**src/rtl/phc_pkg.sv**
```systemverilog
// phc_pkg: shared types and constants of the polygon half-space clipper
// no dependencies; imported by phc_mul, phc_div and polygon_halfspace_clipper

package phc_pkg;

    // configuration port
    localparam int CFG_IDX_W  = 3;
    localparam int CFG_DATA_W = 32;

    localparam logic [CFG_IDX_W-1:0] REG_NORMAL_X      = 3'd0;
    localparam logic [CFG_IDX_W-1:0] REG_NORMAL_Y      = 3'd1;
    localparam logic [CFG_IDX_W-1:0] REG_NORMAL_Z      = 3'd2;
    localparam logic [CFG_IDX_W-1:0] REG_PLANE_OFFSET  = 3'd3;
    localparam logic [CFG_IDX_W-1:0] REG_DIVIDER_FLOOR = 3'd4;
    localparam logic [CFG_IDX_W-1:0] REG_BLOAT_MARGIN  = 3'd5;

    // register widths and reset values
    localparam int NORMAL_W = 16;
    localparam int OFFSET_W = 32;
    localparam int LIMIT_W  = 16;

    localparam logic signed [NORMAL_W-1:0] NORMAL_X_RST = 16'sd16384;
    localparam logic [LIMIT_W-1:0]         FLOOR_RST    = 16'd7;
    localparam logic [LIMIT_W-1:0]         MARGIN_RST   = 16'd7;

    // fraction bits of the plane normal
    localparam int NORMAL_FRAC = 14;

    // request kinds on s_tuser
    localparam logic REQ_PRIME  = 1'b0;
    localparam logic REQ_VERTEX = 1'b1;

    typedef enum logic [3:0] {
        ST_IDLE,
        ST_DOT_MUL,
        ST_DOT,
        ST_DIST,
        ST_DECIDE,
        ST_DIV,
        ST_LERP,
        ST_EMIT_CROSS,
        ST_EMIT_VERT,
        ST_EMIT_END,
        ST_UPDATE
    } phc_state_t;

endpackage

```
**src/rtl/phc_mul.sv**
```systemverilog
// phc_mul: shared signed multiplier with a registered product
// uses phc_pkg; serves the dot products and the crossing interpolation

module phc_mul #(
    parameter int A_W = 18,
    parameter int B_W = 33
) (
    input  logic                   clk,
    input  logic signed [A_W-1:0]  a,
    input  logic signed [B_W-1:0]  b,
    output logic signed [A_W+B_W-1:0] prod
);
    import phc_pkg::*;

    logic signed [A_W+B_W-1:0] prod_reg;

    always_ff @(posedge clk)
    begin
        prod_reg <= (A_W+B_W)'(a) * (A_W+B_W)'(b);
    end

    assign prod = prod_reg;

endmodule

```
**src/rtl/phc_div.sv**
```systemverilog
// phc_div: radix-2 restoring divider for the crossing parameter
// uses phc_pkg; gives min(num/den, 1) with FRAC_W fraction bits, den nonzero

module phc_div #(
    parameter int NUM_W  = 33,
    parameter int FRAC_W = 16
) (
    input  logic              clk,
    input  logic              rst_n,
    input  logic              start,
    input  logic [NUM_W-1:0]  num_mag,
    input  logic [NUM_W-1:0]  den_mag,
    output logic              done,
    output logic [FRAC_W:0]   quot
);
    import phc_pkg::*;

    localparam int CNT_W = $clog2(FRAC_W + 1);
    localparam logic [FRAC_W:0] ONE = {1'b1, {FRAC_W{1'b0}}};

    logic               busy_reg;
    logic               first_reg;
    logic               done_reg;
    logic [CNT_W-1:0]   cnt_reg;
    logic [NUM_W:0]     rem_reg;
    logic [NUM_W-1:0]   den_reg;
    logic [FRAC_W:0]    quot_reg;

    logic [NUM_W:0]     rem_sh;
    logic [NUM_W:0]     den_ext;
    logic               sh_ge;
    logic               init_ge;

    assign den_ext = {1'b0, den_reg};
    assign rem_sh  = {rem_reg[NUM_W-1:0], 1'b0};
    assign sh_ge   = (rem_sh >= den_ext);
    // quotient of one or more clamps at once
    assign init_ge = (rem_reg >= den_ext);

    always_ff @(posedge clk or negedge rst_n)
    begin
        if (!rst_n)
        begin
            busy_reg  <= 1'b0;
            first_reg <= 1'b0;
            done_reg  <= 1'b0;
            cnt_reg   <= '0;
        end
        else
        begin
            done_reg <= 1'b0;
            if (start)
            begin
                busy_reg  <= 1'b1;
                first_reg <= 1'b1;
                cnt_reg   <= CNT_W'(FRAC_W);
            end
            else if (busy_reg)
            begin
                if (first_reg)
                begin
                    first_reg <= 1'b0;
                    if (init_ge)
                    begin
                        busy_reg <= 1'b0;
                        done_reg <= 1'b1;
                    end
                end
                else
                begin
                    cnt_reg <= cnt_reg - 1'b1;
                    if (cnt_reg == CNT_W'(1))
                    begin
                        busy_reg <= 1'b0;
                        done_reg <= 1'b1;
                    end
                end
            end
        end
    end

    always_ff @(posedge clk)
    begin
        if (start)
        begin
            rem_reg  <= {1'b0, num_mag};
            den_reg  <= den_mag;
            quot_reg <= '0;
        end
        else if (busy_reg)
        begin
            if (first_reg)
            begin
                if (init_ge)
                begin
                    quot_reg <= ONE;
                end
            end
            else
            begin
                rem_reg  <= sh_ge ? (rem_sh - den_ext) : rem_sh;
                quot_reg <= {quot_reg[FRAC_W-1:0], sh_ge};
            end
        end
    end

    assign done = done_reg;
    assign quot = quot_reg;

endmodule

```
**src/rtl/polygon_halfspace_clipper.sv**
```systemverilog
// polygon_halfspace_clipper: one plane step of a convex polygon clip, Q16.16 fixed point
// uses phc_pkg, phc_mul (shared multiplier) and phc_div (serial divider)
//
// A face is fed as a prime request holding its closing vertex (s_tuser 0), then its
// vertices (s_tuser 1) with s_tlast on the final one. Each vertex request gives up to
// two result requests: the interpolated plane crossing (m_tuser[0] set) and the vertex
// itself; a final vertex that gives nothing yields one end marker with m_tuser[1] clear.
// m_tlast marks the last result of the face, m_tuser[2] the last result of a request.
// The block takes one request at a time; s_tready is high only while it waits for one.
// Cost per request is set by the sequencer around one shared multiplier. A vertex with a
// crossing also runs the divide step, which ends early when the crossing parameter clamps
// at one and is skipped when it clamps at zero; any stall of the output register adds to
// the cost. Configuration is to be written by the user only while idle; the block itself
// does not enforce this.

module polygon_halfspace_clipper #(
    parameter int COORD_WIDTH   = 32,
    parameter int FRACTION_BITS = 16
) (
    input  logic clk,
    input  logic rst_n,

    input  logic                                         s_tvalid,
    output logic                                         s_tready,
    // in_x, in_y, in_z, zero padding
    input  logic [((3*COORD_WIDTH+7)/8)*8-1:0]           s_tdata,
    // req_type
    input  logic                                         s_tuser,
    // face_last
    input  logic                                         s_tlast,

    output logic                                         m_tvalid,
    input  logic                                         m_tready,
    // out_x, out_y, out_z, zero padding
    output logic [((3*COORD_WIDTH+7)/8)*8-1:0]           m_tdata,
    // is_crossing, point_valid, run_last
    output logic [2:0]                                   m_tuser,
    // face_end
    output logic                                         m_tlast,

    input  logic                                         cfg_we,
    input  logic [phc_pkg::CFG_IDX_W-1:0]                cfg_addr,
    input  logic [phc_pkg::CFG_DATA_W-1:0]               cfg_wdata
);
    import phc_pkg::*;

    localparam int CW     = COORD_WIDTH;
    localparam int FB     = FRACTION_BITS;
    localparam int DATA_W = ((3*CW+7)/8)*8;
    localparam int MA     = (FB + 2 > NORMAL_W) ? FB + 2 : NORMAL_W;
    localparam int BW     = CW + 1;
    localparam int PW     = MA + BW;
    localparam int AW     = PW + 2;
    localparam int DW     = ((CW > OFFSET_W) ? CW : OFFSET_W) + 1;
    localparam int KW     = ((CW > LIMIT_W + 1) ? CW : LIMIT_W + 1) + 1;

    localparam logic [2:0] DOT_CNT_END  = 3'd3;
    localparam logic [2:0] LERP_CNT_END = 3'd4;

    localparam logic [FB:0] ONE = {1'b1, {FB{1'b0}}};
    localparam logic signed [AW-1:0] SAT_HI = {{(AW-CW+1){1'b0}}, {(CW-1){1'b1}}};
    localparam logic signed [AW-1:0] SAT_LO = {{(AW-CW+1){1'b1}}, {(CW-1){1'b0}}};

    function automatic logic signed [CW-1:0] sat_cw(input logic signed [AW-1:0] v);
        logic signed [CW-1:0] r;
        if (v > SAT_HI)
            r = SAT_HI[CW-1:0];
        else if (v < SAT_LO)
            r = SAT_LO[CW-1:0];
        else
            r = v[CW-1:0];
        return r;
    endfunction

    // configuration
    logic signed [NORMAL_W-1:0] nx_reg, ny_reg, nz_reg;
    logic signed [OFFSET_W-1:0] off_reg;
    logic [LIMIT_W-1:0]         floor_reg, margin_reg;

    // sequencer
    phc_state_t state_reg, state_next;
    logic [2:0] cnt_reg;

    // previous vertex
    logic signed [CW-1:0] prev_x_reg, prev_y_reg, prev_z_reg;
    logic signed [CW-1:0] prev_dot_reg, prev_dist_reg;

    // current request
    logic signed [CW-1:0] cur_x_reg, cur_y_reg, cur_z_reg;
    logic                 is_vertex_reg, last_reg;
    logic signed [AW-1:0] acc_reg;
    logic signed [CW-1:0] dot_reg, dist_reg;
    logic signed [DW-1:0] num_reg;
    logic signed [CW:0]   divr_reg;
    logic                 keep_reg;
    logic [FB:0]          t_reg;
    logic signed [BW-1:0] diff_reg;
    logic signed [CW-1:0] crx_reg, cry_reg, crz_reg;

    // output register
    logic              out_valid_reg;
    logic [DATA_W-1:0] out_data_reg;
    logic [2:0]        out_user_reg;
    logic              out_last_reg;

    // combinational
    logic signed [MA-1:0] mul_a;
    logic signed [BW-1:0] mul_b;
    logic signed [PW-1:0] mul_prod;
    logic                 div_start, div_done;
    logic [FB:0]          div_quot;
    logic [CW:0]          div_mag;
    logic [DW-1:0]        num_mag;
    logic signed [KW-1:0] keep_sum;
    logic                 sign_change, cross_now, keep_now, same_sign;
    logic signed [CW-1:0] lerp_base;
    logic signed [CW-1:0] lerp_val;
    logic                 out_free, out_load;

    phc_mul #(.A_W(MA), .B_W(BW)) u_mul (
        .clk  (clk),
        .a    (mul_a),
        .b    (mul_b),
        .prod (mul_prod)
    );

    phc_div #(.NUM_W(DW), .FRAC_W(FB)) u_div (
        .clk     (clk),
        .rst_n   (rst_n),
        .start   (div_start),
        .num_mag (num_mag),
        .den_mag (DW'(div_mag)),
        .done    (div_done),
        .quot    (div_quot)
    );

    // multiplier operands: normal times coordinate, or t times coordinate difference
    always_comb
    begin
        if (state_reg == ST_LERP)
        begin
            mul_a = MA'($signed({1'b0, t_reg}));
            mul_b = diff_reg;
        end
        else
        begin
            case (cnt_reg)
                3'd0:
                begin
                    mul_a = MA'(nx_reg);
                    mul_b = BW'(cur_x_reg);
                end
                3'd1:
                begin
                    mul_a = MA'(ny_reg);
                    mul_b = BW'(cur_y_reg);
                end
                default:
                begin
                    mul_a = MA'(nz_reg);
                    mul_b = BW'(cur_z_reg);
                end
            endcase
        end
    end

    // crossing and keep decisions
    assign div_mag   = divr_reg[CW] ? $unsigned(-divr_reg) : $unsigned(divr_reg);
    assign num_mag   = num_reg[DW-1] ? $unsigned(-num_reg) : $unsigned(num_reg);
    assign keep_sum  = KW'(dist_reg) + $signed(KW'(margin_reg));
    assign keep_now  = !keep_sum[KW-1] && (keep_sum != '0);
    assign sign_change =
        (dist_reg[CW-1] && !prev_dist_reg[CW-1] && (prev_dist_reg != '0)) ||
        (!dist_reg[CW-1] && (dist_reg != '0) && prev_dist_reg[CW-1]);
    assign cross_now = sign_change && (div_mag > (CW+1)'(floor_reg));
    // numerator and divider of opposite sign clamp t to zero
    assign same_sign = (num_reg[DW-1] == divr_reg[CW]) || (num_reg == '0);

    always_comb
    begin
        case (cnt_reg)
            3'd2:    lerp_base = cur_x_reg;
            3'd3:    lerp_base = cur_y_reg;
            default: lerp_base = cur_z_reg;
        endcase
    end

    assign lerp_val = sat_cw(AW'(lerp_base) + AW'(mul_prod >>> FB));

    assign out_free = !out_valid_reg || m_tready;

    // next state
    always_comb
    begin
        state_next = state_reg;
        div_start  = 1'b0;
        out_load   = 1'b0;
        unique case (state_reg)
            ST_IDLE:
            begin
                if (s_tvalid)
                    state_next = ST_DOT_MUL;
            end
            ST_DOT_MUL:
            begin
                if (cnt_reg == DOT_CNT_END)
                    state_next = ST_DOT;
            end
            ST_DOT:
            begin
                state_next = ST_DIST;
            end
            ST_DIST:
            begin
                state_next = is_vertex_reg ? ST_DECIDE : ST_UPDATE;
            end
            ST_DECIDE:
            begin
                if (cross_now)
                begin
                    if (same_sign)
                    begin
                        div_start  = 1'b1;
                        state_next = ST_DIV;
                    end
                    else
                    begin
                        state_next = ST_LERP;
                    end
                end
                else if (keep_now)
                    state_next = ST_EMIT_VERT;
                else if (last_reg)
                    state_next = ST_EMIT_END;
                else
                    state_next = ST_UPDATE;
            end
            ST_DIV:
            begin
                if (div_done)
                    state_next = ST_LERP;
            end
            ST_LERP:
            begin
                if (cnt_reg == LERP_CNT_END)
                    state_next = ST_EMIT_CROSS;
            end
            ST_EMIT_CROSS:
            begin
                if (out_free)
                begin
                    out_load   = 1'b1;
                    state_next = keep_reg ? ST_EMIT_VERT : ST_UPDATE;
                end
            end
            ST_EMIT_VERT, ST_EMIT_END:
            begin
                if (out_free)
                begin
                    out_load   = 1'b1;
                    state_next = ST_UPDATE;
                end
            end
            ST_UPDATE:
            begin
                state_next = ST_IDLE;
            end
            default:
            begin
                state_next = ST_IDLE;
            end
        endcase
    end

    // control state, configuration and previous vertex
    always_ff @(posedge clk or negedge rst_n)
    begin
        if (!rst_n)
        begin
            state_reg     <= ST_IDLE;
            cnt_reg       <= '0;
            out_valid_reg <= 1'b0;
            nx_reg        <= NORMAL_X_RST;
            ny_reg        <= '0;
            nz_reg        <= '0;
            off_reg       <= '0;
            floor_reg     <= FLOOR_RST;
            margin_reg    <= MARGIN_RST;
            prev_x_reg    <= '0;
            prev_y_reg    <= '0;
            prev_z_reg    <= '0;
            prev_dot_reg  <= '0;
            prev_dist_reg <= '0;
        end
        else
        begin
            state_reg <= state_next;
            cnt_reg   <= (state_next == state_reg) ? cnt_reg + 1'b1 : '0;

            if (out_load)
                out_valid_reg <= 1'b1;
            else if (m_tready)
                out_valid_reg <= 1'b0;

            if (cfg_we)
            begin
                unique case (cfg_addr)
                    REG_NORMAL_X:      nx_reg     <= cfg_wdata[NORMAL_W-1:0];
                    REG_NORMAL_Y:      ny_reg     <= cfg_wdata[NORMAL_W-1:0];
                    REG_NORMAL_Z:      nz_reg     <= cfg_wdata[NORMAL_W-1:0];
                    REG_PLANE_OFFSET:  off_reg    <= cfg_wdata[OFFSET_W-1:0];
                    REG_DIVIDER_FLOOR: floor_reg  <= cfg_wdata[LIMIT_W-1:0];
                    REG_BLOAT_MARGIN:  margin_reg <= cfg_wdata[LIMIT_W-1:0];
                    default:
                    begin
                    end
                endcase
            end

            if (state_reg == ST_UPDATE)
            begin
                prev_x_reg    <= cur_x_reg;
                prev_y_reg    <= cur_y_reg;
                prev_z_reg    <= cur_z_reg;
                prev_dot_reg  <= dot_reg;
                prev_dist_reg <= dist_reg;
            end
        end
    end

    // datapath
    always_ff @(posedge clk)
    begin
        unique case (state_reg)
            ST_IDLE:
            begin
                if (s_tvalid)
                begin
                    cur_x_reg     <= s_tdata[CW-1:0];
                    cur_y_reg     <= s_tdata[2*CW-1:CW];
                    cur_z_reg     <= s_tdata[3*CW-1:2*CW];
                    is_vertex_reg <= (s_tuser == REQ_VERTEX);
                    last_reg      <= s_tlast;
                    acc_reg       <= '0;
                end
            end
            ST_DOT_MUL:
            begin
                // product of the previous cycle lands here
                if (cnt_reg != '0)
                    acc_reg <= acc_reg + AW'(mul_prod);
            end
            ST_DOT:
            begin
                dot_reg <= sat_cw(acc_reg >>> NORMAL_FRAC);
            end
            ST_DIST:
            begin
                dist_reg <= sat_cw(AW'(dot_reg) - AW'(off_reg));
                num_reg  <= DW'(off_reg) - DW'(dot_reg);
                divr_reg <= (CW+1)'(prev_dot_reg) - (CW+1)'(dot_reg);
            end
            ST_DECIDE:
            begin
                keep_reg  <= keep_now;
                t_reg     <= '0;
            end
            ST_DIV:
            begin
                if (div_done)
                    t_reg <= div_quot;
            end
            ST_LERP:
            begin
                // difference, product and sum run one axis apart
                case (cnt_reg)
                    3'd0: diff_reg <= BW'(prev_x_reg) - BW'(cur_x_reg);
                    3'd1: diff_reg <= BW'(prev_y_reg) - BW'(cur_y_reg);
                    3'd2:
                    begin
                        diff_reg <= BW'(prev_z_reg) - BW'(cur_z_reg);
                        crx_reg  <= lerp_val;
                    end
                    3'd3: cry_reg <= lerp_val;
                    3'd4: crz_reg <= lerp_val;
                    default:
                    begin
                    end
                endcase
            end
            default:
            begin
            end
        endcase

        if (out_load)
        begin
            unique case (state_reg)
                ST_EMIT_CROSS:
                begin
                    out_data_reg <= DATA_W'({crz_reg, cry_reg, crx_reg});
                    out_user_reg <= {!keep_reg, 1'b1, 1'b1};
                    out_last_reg <= last_reg && !keep_reg;
                end
                ST_EMIT_VERT:
                begin
                    out_data_reg <= DATA_W'({cur_z_reg, cur_y_reg, cur_x_reg});
                    out_user_reg <= {1'b1, 1'b1, 1'b0};
                    out_last_reg <= last_reg;
                end
                default:
                begin
                    // end marker of a face whose final vertex gave nothing
                    out_data_reg <= '0;
                    out_user_reg <= {1'b1, 1'b0, 1'b0};
                    out_last_reg <= 1'b1;
                end
            endcase
        end
    end

    assign s_tready = (state_reg == ST_IDLE);
    assign m_tvalid = out_valid_reg;
    assign m_tdata  = out_data_reg;
    assign m_tuser  = out_user_reg;
    assign m_tlast  = out_last_reg;

    a_div_done_in_div: assert property (@(posedge clk) disable iff (!rst_n)
        div_done |-> (state_reg == ST_DIV))
        else $error("divider finished outside the divide state");

    a_t_clamped: assert property (@(posedge clk) disable iff (!rst_n)
        (state_reg == ST_LERP) |-> (t_reg <= ONE))
        else $error("crossing parameter above one");

    a_end_marker: assert property (@(posedge clk) disable iff (!rst_n)
        (m_tvalid && !m_tuser[1]) |-> (m_tlast && m_tuser[2]))
        else $error("end marker without face end and run last");

endmodule
```
**config.mk**
```make
export PLATFORM = sky130hd
export DESIGN_NAME = polygon_halfspace_clipper
export DESIGN_NICKNAME = d
export VERILOG_FILES = /design/src/rtl/phc_pkg.sv /design/src/rtl/phc_mul.sv /design/src/rtl/phc_div.sv /design/src/rtl/polygon_halfspace_clipper.sv
export SDC_FILE = /design/constraint.sdc
export NUM_CORES = 2
export LEC_CHECK = 0
export BUFFER_PORTS_ARGS = -buffer_cell sky130_fd_sc_hd__buf_2
export CAP_MARGIN = 20
export CORE_MARGIN = 1
export CORE_UTILIZATION = 45
export DETAILED_ROUTE_END_ITERATION = 10
export SLEW_MARGIN = 25
export SYNTH_ARGS = -nofsm -noshare
export SYNTH_HDL_FRONTEND = slang
export SYNTH_SLANG_ARGS = --single-unit
```
**constraint.sdc**
```tcl
create_clock -name clk -period 9.4 [get_ports clk]
set_input_delay 1.88 -clock clk [delete_from_list [all_inputs] [get_ports clk]]
set_output_delay 1.88 -clock clk [all_outputs]
set_load 0.005 [all_outputs]
```
==> metrics <==
pin count of the biggest net entering global routing=167; Startpoint Class=flop; total wire length=252 mm; Final period util=0.944; DIE HEIGHT=412 um; crit-path max cell delay=0.63 ns; synth warn=0; All-Layer GR Usage=0.297; drt first pass iters=8; Synth Area in Simple Gates=0.123; total negative slack=0 ns; fill cell count=15519; grt total ovfl=0; Skew-Pair Late Insertion Delay=0.77 ns; dpl hpwl=204 mm; core region area=167000 um2; final net count=9106; via count=58462; vias per cell=5.75; Antenna Nets Post-Route=0; Hold WC Path Type=flop to flop; EDFF count, synth=594; full die area=170000 um2; Setup CP Type=flop to flop; Distinct cells, synth=91; vias in the first global route=58520; CP max stage cell=nor2_2; Crit Path Max Fanout=12; CTS tree=built; worst rel slew slack=0.241; RSZ-0062 raised after global routing=no; Synth area leaders=edfxtp_1, fa_1, dfrtp_1, ha_1, inv_1; IO Port Bufs=239; Compound-Gate Fraction of Synth Area=0.142; TritonCTS Sinks=951; Largest register FFs=96; count of pins over their slew limit=0; Min Hold Slack=0.475 ns; Synth Area in XOR/XNOR=0.0434; Hold Vio Cnt, Final=0; Area Overhead vs Synth=10.6%; die width=412 um; # rows=150; most common cell after layout, fill and taps aside=inv_1; clock transition at the registers of the reported paths=0.06 ns; async set or reset register ratio after synthesis=0.303; area of the multi-input gates=44700 um2; prevailing post-synth register cell=edfxtp_1; storage element area=26400 um2; max-cap viol count=0; CTS max path bufs=3; Synth Area in Adders=0.238; Boundary Pins=240; CTS Buf Count=103; Residual DRC=0; Hold Buf Count CTS=0; initial antenna violation count=18; htree depth=3; top cell type's share of synthesized area=0.236; Initial Util=0.453; Max Freq=0.113 GHz; Final GP Congestion=1.01; worst path required time=10.06 ns; R2R setup slack=0.53 ns; first-pass GRT wire length=374 mm; worst clock skew=0.0453 ns; Detailed Route Iter0 Violations=4875; largest family of logic cells by synthesized area=adder cells; Synth area leader=edfxtp_1; status=completed; CP arrival=9.53 ns; Post-Layout Cell Count=10176; endpoints failing setup=0; Synth Register Bits=951; slew at the pin closest to its max-slew limit=1.11 ns; CP dominant cell by count=fa_1; Net Count, Synth=8886; commonest cells after routing, fill and taps aside=inv_1, nand2_1, nor2_1, edfxtp_1, fa_1; crit end category=flop; mux cell area share after synthesis=0.0402; root buffer cell=clkbuf_16; Post-Syn Area=75600 um2; layout cell share with drive strength beyond 1=0.118; min Tclk post-route=8.87 ns; Post-Synthesis Cells=7660; Post-Syn Area per Cell=9.87 um2; sequential fraction of the synthesis area=0.350; WL/cell=24.8 um; placed cells=9973
==> per-layer routing <==
metal  wire length [um]  vias to the layer above  part of all wire  global-route usage
li1                   -                    26773                 -                   -
met1             102000                    29094              0.40               0.379
met2             120000                     2086              0.48               0.494
met3              15000                      501             0.059              0.0379
met4              15100                        8             0.060               0.152
met5                 53                        -           0.00021                   0
==> synth_stat cells, types with 12 or more instances <==
| library cell | count |
|---|---|
| a2111oi_0 | 14 |
| a211o_1 | 23 |
| a211oi_1 | 51 |
| a21o_1 | 191 |
| a21oi_1 | 372 |
| a221o_1 | 41 |
| a22oi_1 | 77 |
| a31oi_1 | 76 |
| and2_1 | 62 |
| and3_1 | 38 |
| and4_1 | 13 |
| buf_1 | 14 |
| clkbuf_1 | 274 |
| dfrtp_1 | 281 |
| dfxtp_1 | 69 |
| edfxtp_1 | 594 |
| fa_1 | 579 |
| ha_1 | 509 |
| inv_1 | 973 |
| mux2_2 | 252 |
| mux2i_1 | 20 |
| nand2_1 | 756 |
| nand2b_1 | 71 |
| nand3_1 | 91 |
| nand4_1 | 57 |
| nor2_1 | 610 |
| nor2b_1 | 70 |
| nor3_1 | 113 |
| nor3b_1 | 12 |
| nor4_1 | 35 |
| o2111ai_1 | 14 |
| o211ai_1 | 26 |
| o21a_1 | 77 |
| o21ai_0 | 401 |
| o21bai_1 | 79 |
| o31ai_1 | 42 |
| o41ai_1 | 14 |
| or2_2 | 23 |
| or3_1 | 30 |
| or4_1 | 18 |
| xnor2_1 | 253 |
| xor2_1 | 122 |
==> cell families after synthesis <==
logic type / count (synthesis)
multiplexers: 272
AND/OR/NAND/NOR: 2044
adder cells (fa/ha/maj): 1092
XOR/XNOR: 375
AO/OA/AOI/OAI: 1653
flip-flops: 951
buffers and inverters: 1273
==> per-stage QoR <==
step / util / cell area [um2] / setup slack, ns
6_report: 0.501 / 83600 / 0.528
5_1_grt: 0.501 / 83600 / 0.0296
4_1_cts: 0.500 / 83500 / 0.127
3_5_place_dp: 0.479 / 80000 / 0.177
3_3_place_gp: 0.479 / 80000 / 0.344
2_1_floorplan: - / 75600 / 0.926
==> timing repair <==
| action | 4_1_cts | 5_1_grt |
|---|---|---|
| setup endpoints to repair | 0 | 8 |
| resized for setup | 0 | 6 |
| buffers inserted | 0 | 4 |
| endpoints found under the hold margin | 0 | 0 |
==> worst paths after layout <==
path	start	depth (start not counted)	to
max reg2reg	cnt_reg[0]	29	u_mul.prod[49]
min	u_div.quot[16]	2	u_div.quot[16]
min reg2reg	u_div.quot[16]	2	u_div.quot[16]
max in group asynchronous	rst_n	2	floor_reg[14]
min in group asynchronous	rst_n	1	off_reg[31]
max	cnt_reg[0]	29	u_mul.prod[49]
==> critical path: cells and delay by family (launching register included) <==
| family | cells | cell delay [ns] |
|---|---|---|
| buf+inv | 5 | 0.58 |
| compound gates | 10 | 2.57 |
| xor+xnor | 1 | 0.13 |
| simple gates | 5 | 1.39 |
| fa+ha+maj | 8 | 3.71 |
| flops | 1 | 0.40 |
==> cell type report <==
cell class / instances / area share
clock inverters: 54 / 0.00717
diodes: 4 / 0.000120
well taps: 2204 / 0.0330
flip-flops and latches: 951 / 0.316
multi-input cells: 5437 / 0.534
inverters: 975 / 0.0438
clock buffers: 139 / 0.0344
repair buffers: 412 / 0.0311
Power is not shown: default switching activity piles up to over one toggle a cycle in this logic, so the estimate is an artifact.
